$ cat config.mk
export PLATFORM = sky130hd
export DESIGN_NAME = sorted_priority_queue
export DESIGN_NICKNAME = d
export VERILOG_FILES = /design/src/sv/spq_pkg.sv /design/src/sv/spq_cell.sv /design/src/sv/sorted_priority_queue.sv
export SDC_FILE = /design/constraint.sdc
export NUM_CORES = 2
export LEC_CHECK = 0
export BUFFER_PORTS_ARGS = -buffer_cell sky130_fd_sc_hd__buf_2
export CORE_MARGIN = 2
export CORE_UTILIZATION = 59
export CTS_CLUSTER_DIAMETER = 120
export DETAILED_ROUTE_END_ITERATION = 16
export MAX_ROUTING_LAYER = met4
export PLACE_DENSITY_LB_ADDON = 0.15
export SETUP_SLACK_MARGIN = 0.2
export SLEW_MARGIN = 20
export SYNTH_ARGS = -nofsm -noshare
export SYNTH_HDL_FRONTEND = slang
export SYNTH_HIERARCHICAL = 1
export SYNTH_SLANG_ARGS = --single-unit
$ cat constraint.sdc
create_clock -name clk -period 4.5 [get_ports clk]
set_input_delay 0.45 -clock clk [delete_from_list [all_inputs] [get_ports clk]]
set_output_delay 0.45 -clock clk [all_outputs]
set_load 0.005 [all_outputs]
$ cat src/sv/spq_pkg.sv
`default_nettype none
// ----------------------------------------------------------------------------
// spq_pkg
// Types and codes shared by the sorted priority queue and its cells.
// ----------------------------------------------------------------------------
package spq_pkg;

    localparam int FIELD_WIDTH = 16;
    localparam int COUNT_WIDTH = 5;

    typedef enum logic [0:0] {
        REQ_INSERT = 1'b0,
        REQ_REMOVE = 1'b1
    } req_type_t;

    typedef enum logic [1:0] {
        ST_OK    = 2'd0,
        ST_EMPTY = 2'd1,
        ST_FULL  = 2'd2
    } status_t;

    typedef struct packed {
        req_type_t               req_type;
        logic [FIELD_WIDTH-1:0]  priority_req;
        logic [FIELD_WIDTH-1:0]  tag;
    } req_t;

    typedef struct packed {
        logic [FIELD_WIDTH-1:0]  removed_tag;
        status_t                 status;
        logic [FIELD_WIDTH-1:0]  head_tag;
        logic                    head_valid;
        logic [COUNT_WIDTH-1:0]  entry_count;
    } rsp_t;

    // per-cycle command broadcast to every cell
    typedef struct packed {
        logic insert;
        logic remove;
    } cell_ctrl_t;

endpackage
`default_nettype wire

$ cat src/sv/spq_cell.sv
`default_nettype none
// ----------------------------------------------------------------------------
// spq_cell
// One slot of the queue: holds an entry and trades it with its neighbours.
// ----------------------------------------------------------------------------
module spq_cell #(
    parameter int PRIO_WIDTH = 16,
    parameter int TAG_WIDTH  = 16
) (
    input  wire                     clk,
    input  wire                     rst_n,
    input  spq_pkg::cell_ctrl_t     ctrl,
    input  wire [PRIO_WIDTH-1:0]    new_prio,
    input  wire [TAG_WIDTH-1:0]     new_tag,
    input  wire                     left_valid,
    input  wire                     left_lower,
    input  wire [PRIO_WIDTH-1:0]    left_prio,
    input  wire [TAG_WIDTH-1:0]     left_tag,
    input  wire                     right_valid,
    input  wire [PRIO_WIDTH-1:0]    right_prio,
    input  wire [TAG_WIDTH-1:0]     right_tag,
    output logic                    valid,
    output logic                    lower,
    output logic [PRIO_WIDTH-1:0]   prio,
    output logic [TAG_WIDTH-1:0]    tag,
    output logic [TAG_WIDTH-1:0]    tag_next
);
    import spq_pkg::*;

    logic                   valid_reg, valid_next;
    logic [PRIO_WIDTH-1:0]  prio_reg, prio_next;
    logic [TAG_WIDTH-1:0]   tag_reg;

    // empty slots count as lower so the new entry lands in the first free one
    assign lower = !valid_reg || ($signed(prio_reg) < $signed(new_prio));

    always_comb
    begin
        valid_next = valid_reg;
        prio_next  = prio_reg;
        tag_next   = tag_reg;
        if (ctrl.insert)
        begin
            valid_next = valid_reg | left_valid;
            if (lower && left_lower)
            begin
                prio_next = left_prio;
                tag_next  = left_tag;
            end
            else if (lower)
            begin
                prio_next = new_prio;
                tag_next  = new_tag;
            end
        end
        else if (ctrl.remove)
        begin
            valid_next = right_valid;
            prio_next  = right_prio;
            tag_next   = right_tag;
        end
    end

    always_ff @(posedge clk or negedge rst_n)
    begin
        if (!rst_n)
        begin
            valid_reg <= 1'b0;
        end
        else
        begin
            valid_reg <= valid_next;
        end
    end

    always_ff @(posedge clk)
    begin
        prio_reg <= prio_next;
        tag_reg  <= tag_next;
    end

    assign valid = valid_reg;
    assign prio  = prio_reg;
    assign tag   = tag_reg;

endmodule
`default_nettype wire

$ cat src/sv/sorted_priority_queue.sv
`default_nettype none
// ----------------------------------------------------------------------------
// sorted_priority_queue
// Shift-register priority queue, highest priority at the head, fifo on ties.
// ----------------------------------------------------------------------------
// Usage:
//   req channel (req_valid / req_stall / req) carries insert and remove
//   requests; rsp channel (rsp_valid / rsp_stall / rsp) returns one result
//   per request with status, removed tag, head tag and entry count.
//   Every slot is a cell that compares its priority with the new one in
//   parallel and shifts in from its left or right neighbour, so the result
//   is in the output register in the cycle after acceptance, and one
//   request is taken per cycle while rsp drains.
//   When the receiver stalls, the result stays in the output register and
//   req_stall rises until it is taken; the next request is then accepted
//   in the cycle the result leaves.
//   An insert into a full queue and a remove from an empty queue leave the
//   queue unchanged and report ST_FULL / ST_EMPTY.
//   Reset clears every slot valid bit and the count; no clearing pass.
// ----------------------------------------------------------------------------
module sorted_priority_queue #(
    parameter int DEPTH      = 16,
    parameter int PRIO_WIDTH = 16,
    parameter int TAG_WIDTH  = 16
) (
    input  wire             clk,
    input  wire             rst_n,
    input  wire             req_valid,
    output logic            req_stall,
    input  spq_pkg::req_t   req,
    output logic            rsp_valid,
    input  wire             rsp_stall,
    output spq_pkg::rsp_t   rsp
);
    import spq_pkg::*;

    localparam int CW = $clog2(DEPTH + 1);

    logic                   vld    [DEPTH];
    logic                   lwr    [DEPTH];
    logic [PRIO_WIDTH-1:0]  prio   [DEPTH];
    logic [TAG_WIDTH-1:0]   tg     [DEPTH];
    logic [TAG_WIDTH-1:0]   tg_nxt [DEPTH];
    logic [DEPTH-1:0]       vld_vec;

    logic                   accept;
    logic                   full, empty;
    cell_ctrl_t             ctrl;
    logic [PRIO_WIDTH-1:0]  new_prio;
    logic [TAG_WIDTH-1:0]   new_tag;
    logic [CW-1:0]          cnt_reg, cnt_next;
    logic                   rsp_valid_reg;
    rsp_t                   rsp_reg, rsp_next;

    assign req_stall = rsp_valid_reg && rsp_stall;
    assign accept    = req_valid && !req_stall;
    assign full      = vld[DEPTH-1];
    assign empty     = !vld[0];

    assign new_prio = PRIO_WIDTH'({{PRIO_WIDTH{1'b0}}, req.priority_req});
    assign new_tag  = TAG_WIDTH'({{TAG_WIDTH{1'b0}}, req.tag});

    always_comb
    begin
        ctrl.insert = accept && (req.req_type == REQ_INSERT) && !full;
        ctrl.remove = accept && (req.req_type == REQ_REMOVE) && !empty;
    end

    genvar g;
    generate
        for (g = 0; g < DEPTH; g++)
        begin : g_cell
            logic                   l_valid, l_lower, r_valid;
            logic [PRIO_WIDTH-1:0]  l_prio, r_prio;
            logic [TAG_WIDTH-1:0]   l_tag, r_tag;

            if (g == 0)
            begin : g_first
                assign l_valid = 1'b1;
                assign l_lower = 1'b0;
                assign l_prio  = '0;
                assign l_tag   = '0;
            end
            else
            begin : g_mid_l
                assign l_valid = vld[g-1];
                assign l_lower = lwr[g-1];
                assign l_prio  = prio[g-1];
                assign l_tag   = tg[g-1];
            end

            if (g == DEPTH - 1)
            begin : g_last
                assign r_valid = 1'b0;
                assign r_prio  = '0;
                assign r_tag   = '0;
            end
            else
            begin : g_mid_r
                assign r_valid = vld[g+1];
                assign r_prio  = prio[g+1];
                assign r_tag   = tg[g+1];
            end

            spq_cell #(
                .PRIO_WIDTH (PRIO_WIDTH),
                .TAG_WIDTH  (TAG_WIDTH)
            ) u_cell (
                .clk         (clk),
                .rst_n       (rst_n),
                .ctrl        (ctrl),
                .new_prio    (new_prio),
                .new_tag     (new_tag),
                .left_valid  (l_valid),
                .left_lower  (l_lower),
                .left_prio   (l_prio),
                .left_tag    (l_tag),
                .right_valid (r_valid),
                .right_prio  (r_prio),
                .right_tag   (r_tag),
                .valid       (vld[g]),
                .lower       (lwr[g]),
                .prio        (prio[g]),
                .tag         (tg[g]),
                .tag_next    (tg_nxt[g])
            );

            assign vld_vec[g] = vld[g];
        end
    endgenerate

    always_comb
    begin
        cnt_next = cnt_reg;
        if (ctrl.insert)
        begin
            cnt_next = cnt_reg + CW'(1);
        end
        else if (ctrl.remove)
        begin
            cnt_next = cnt_reg - CW'(1);
        end

        rsp_next.removed_tag = '0;
        rsp_next.status      = ST_OK;
        if (req.req_type == REQ_INSERT)
        begin
            if (full)
            begin
                rsp_next.status = ST_FULL;
            end
        end
        else if (empty)
        begin
            rsp_next.status = ST_EMPTY;
        end
        else
        begin
            rsp_next.removed_tag = FIELD_WIDTH'({{FIELD_WIDTH{1'b0}}, tg[0]});
        end

        // head after the step: cell 0 is valid whenever the count stays non-zero
        rsp_next.head_valid = (cnt_next != '0);
        rsp_next.head_tag   = '0;
        if (cnt_next != '0)
        begin
            rsp_next.head_tag = FIELD_WIDTH'({{FIELD_WIDTH{1'b0}}, tg_nxt[0]});
        end
        rsp_next.entry_count = COUNT_WIDTH'({{COUNT_WIDTH{1'b0}}, cnt_next});
    end

    always_ff @(posedge clk or negedge rst_n)
    begin
        if (!rst_n)
        begin
            cnt_reg       <= '0;
            rsp_valid_reg <= 1'b0;
        end
        else
        begin
            cnt_reg <= cnt_next;
            if (accept)
            begin
                rsp_valid_reg <= 1'b1;
            end
            else if (!rsp_stall)
            begin
                rsp_valid_reg <= 1'b0;
            end
        end
    end

    always_ff @(posedge clk)
    begin
        if (accept)
        begin
            rsp_reg <= rsp_next;
        end
    end

    assign rsp_valid = rsp_valid_reg;
    assign rsp       = rsp_reg;

    // valid slots form a prefix from slot 0
    a_prefix: assert property (@(posedge clk) disable iff (!rst_n)
        ((vld_vec + DEPTH'(1)) & vld_vec) == '0)
        else $error("slot valid bits are not a prefix");

    a_count: assert property (@(posedge clk) disable iff (!rst_n)
        $countones(vld_vec) == int'(cnt_reg))
        else $error("entry count disagrees with slot valid bits");

    a_rsp_follows: assert property (@(posedge clk) disable iff (!rst_n)
        accept |=> rsp_valid_reg)
        else $error("accepted request gave no result");

    a_full_status: assert property (@(posedge clk) disable iff (!rst_n)
        (accept && (req.req_type == REQ_INSERT) && (cnt_reg != CW'(DEPTH)))
            |=> (rsp_reg.status == ST_OK))
        else $error("insert dropped while queue had room");

endmodule
`default_nettype wire
Word level (Yosys, flattened, before mapping). Index checks and enable logic that the tools add are counted.

Bits in registers: 574. Bits of input ports: 37.

Reduce and logical (&&, ||, !) cells: 73. Equality and inequality tests: 17. Magnitude comparators: 16. Add/sub/neg operators: 2. Muxes and demuxes: 164. Bitwise gates (word level): 16.

Operators by type and width (number): 16-bit two-way mux (125); 16-bit < comparator (16); 3-bit by 1-bit inequality test with 1-bit output (second input constant) (15); 1-bit two-way mux (35); 2-bit AND reduction (17); 1-bit logical AND (21); 1-bit logical NOT (17); 1-bit logical OR (16); 1-bit OR (15); 5-bit two-way mux (2); 5-bit by 1-bit adder with 5-bit output (second input constant) (1); 5-bit nonzero test (1); 5-bit by 1-bit subtractor with 5-bit output (second input constant) (1); 2-bit two-way mux (2); 2-bit by 1-bit inequality test with 1-bit output (second input constant) (2); 2-bit nonzero test (1); 1-bit NOT (1).

Logic depth before layout (Yosys ltp).
Depth after elaboration: 8. Gate-level depth with buffers: 16. Gate-level depth less buffers: 12.

Modules after synthesis. The synthesis kept the hierarchy.

By module, submodules not included: spq_cell at g_cell[0].u_cell ... (area an instance 2586.2 µm², times used 8, cells an instance 304); spq_cell at g_cell[2].u_cell ... (area an instance 2452.4 µm², times used 8, cells an instance 274); sorted_priority_queue (area an instance 2014.4 µm², times used 1, cells an instance 133).

Worst setup path before layout. No wires, ideal clock.

Path kind: input-to-reg. From: input req_valid. To: register g_cell[2].u_cell.prio_reg[0] (enable). Arrival: 4.047 ns. Required time: 4.106 ns. Buffers on the path: 2. Setup slack: 0.058 ns. Library setup time: 0.394 ns. Stages: 7. Cells stage by stage: a21bo_2 -> buf_4 -> inv_2 -> and3_1 -> nor2_1 -> clkbuf_1 -> a21oi_1.

RTL lines: start: declaration (line sorted_priority_queue.sv:28) `input wire req_valid,`; end signal: assignment (line spq_cell.sv:78) `prio_reg <= prio_next;`; end: declaration (line spq_cell.sv:31) `logic [PRIO_WIDTH-1:0] prio_reg, prio_next;`.

Worst setup path in the final report.
From: input req[29] (netlist bit). To: register g_cell[15].u_cell.prio_reg[12] (data pin).

Longest elaborated chain between the ends: 5.

Ends and longest elaborated chain: start: declaration (line sorted_priority_queue.sv:30) `input spq_pkg::req_t req,`; 16-bit < comparator (line spq_cell.sv:35) `assign lower = !valid_reg || ($signed(prio_reg) < $signed(new_prio));`; 1-bit logical OR (line spq_cell.sv:35); via g_cell[15].l_lower (line sorted_priority_queue.sv:73) `logic l_valid, l_lower, r_valid;`; 1-bit logical AND (line spq_cell.sv:45) `if (lower && left_lower)`; 16-bit two-way mux (line spq_cell.sv:45); 16-bit two-way mux (line spq_cell.sv:42) `if (ctrl.insert)`; via g_cell[15].u_cell.prio_next[12] (line spq_cell.sv:31); end signal: assignment (line spq_cell.sv:78); end: declaration (line spq_cell.sv:31).

The timed path passes the listed nets, and every way through them passes these cells. A chain may end at the register's enable or synchronous reset.

==> flow_summary_export.csv <==
group,metric,value,unit
sta,skew,22.8,ps
cts,numCtsBuffers,68,
placement,gp_congestion,0.948,
critical_path,cpPeakStageDelay,530,ps
routing,via_count,37700,
grt,track_usage,0.342,
critical_path,critical_path.top_delay_family,"simple AND/OR/NAND/NOR gates",
run_status,status,"complete, no violations",
routing,wl_per_cell,21.9,microns
finish,mostFrequentLayoutCell,"inv_1",
grt,grt_pass1_wl,200000,microns
min_path,min_path_type,"primary input to flip-flop",
finish,drive_gt1_frac,0.138,
critical_path,path_max_fanout,19,
pwr,cellPowerDensity,542,nW/um^2
finish,syn_to_final_growth,8.09,%
finish,fin_nets,5027,
cts,post-cts-setup-buffers,0,
critical_path,arrival,3700,ps
routing,met2_length,62400,microns
logic_synthesis,synthCells,4756,
floorplanning,die_area,73900,sq um
routing,postRouteWirelength,126000,microns
critical_path,endpoint_kind,"flip-flop",
sta,fin_tns_setup,0,ps
critical_path,worst_path_max_delay_cell,"or4b_4",
run,cap_violations,0,
cts,cts_tree,"done",
routing,drc,0,
sta,period_share,0.752,
logic_synthesis,avgSynthCellArea,8.90,sq um
critical_path,path_class,"primary input to flip-flop",
floorplanning,core_area,71200,sq um
sta,final_hold_viol_count,0,
critical_path,crit_required,4820,ps
finish,final_cell_mix,"inv_1 (410), nor2_1 (314), edfxtp_1 (296)",
grt,grt_pass1_vias,35900,
sta,grt_setup_unrepaired,"false",
pwr,ir_drop,561,uV
grt,grt_max_degree,171,
routing,drtIter0Drc,3863,
sta,slew_violations,0,
cts,clockBufferDepth,3,
grt,grt.overflow.total,0,
routing,antenna_left,0,
sta,finalCriticalPeriod,3380,ps
finish,final_cell_area,45700,sq um
placement,dpl_cell_area,43600,sq um
routing,met1_length,51600,microns
routing,first_pass_iters,7,
cts,clkTransAtPathRegs,60,ps
sta,worst_pin_slew,1320,ps
floorplanning,die_w,272,microns
placement,place_inst,5626,
logic_synthesis,yosys_warnings,6,
logic_synthesis,syn_area,42300,sq um
cts,root_buffer,"clkbuf_16",
floorplanning,ioPinCount,79,
routing,via_per_inst,6.56,
critical_path,cp-start-kind,"primary input",
floorplanning,start_util,0.594,
routing,top_layer_used,"met4",
finish,final_cells,5746,
cts,clk-insertion-delay-late,620,ps
cts,htreeDepth,3,
sta,setup_violations,0,
cts,clock-sinks,574,
sta,maxSlewHeadroom,0.113,
floorplanning,num_rows,98,
grt,antenna_found_initial,1,
placement,hpwl,90800,microns
floorplanning,die_h,272,microns
pwr,leakage,18.5,nW
routing,dr_wl_met3,7960,microns
sta,fmax,296,MHz
critical_path,worst-path-buf-inv,4,
placement,io_buffers,78,
critical_path,path_cells,"buf_2, buf_4, inv_1, ha_1, nand4_2, nor3_2, or4b_4, a41oi_4, nand2b_1, inv_1, o21a_1, o21a_1, nand4_1, a31oi_1",
## report_power, final
part	leakage (nW)	internal [mW]	total (mW)	switching, mW
clock	1.04	3.19	5.49	2.30
sequential	5.12	7.35	9.04	1.69
combinational	12.3	3.99	10.3	6.28
## through the flow
step	hold slack (ps)	power [mW]	setup WS, ps	util
floorplan	154	16.6	634	-
global placement	477	18.9	574	0.612
detailed placement	483	19.1	481	0.612
CTS	23.1	24.6	1100	0.642
global route	33.1	26.3	952	0.642
finish	46.2	24.8	1120	0.642
## path summary, 6_finish.rpt
kind	start	end	slack, ps	depth (start not counted)
min reg2reg	g_cell[15].u_cell/tag[0]	g_cell[15].u_cell/tag[0]	500	2
min	req_valid	rsp_valid	50	2
max reg2reg	g_cell[0].u_cell/valid	g_cell[15].u_cell/tag[14]	1140	5
max	req[29]	g_cell[15].u_cell/prio[12]	1120	14
max in group asynchronous	rst_n	g_cell[10].u_cell/valid	3540	2
min in group asynchronous	rst_n	rsp_valid	450	2
## metal layers
metal  vias to the layer above  track usage
li1                      18000            -
met1                     18000        0.421
met2                      1527        0.586
met3                       226       0.0413
met4                         0        0.106
met5                         -            -
## cell type report
class,count,area (sq um)
fillers,6077,25500
diodes,1,2.50
well taps,950,1190
clock buffers,94,1900
multi-input cells,3436,24400
clock inverters,23,241
flip-flops and latches,574,14600
inverters,419,1570
repair buffers,249,1900
## timing repair
action	in CTS	in global routing
hold buffers	1	0
hold endpoints to repair	22	0
resized for setup	0	0
Note: power is estimated with default switching activity, not from simulation.
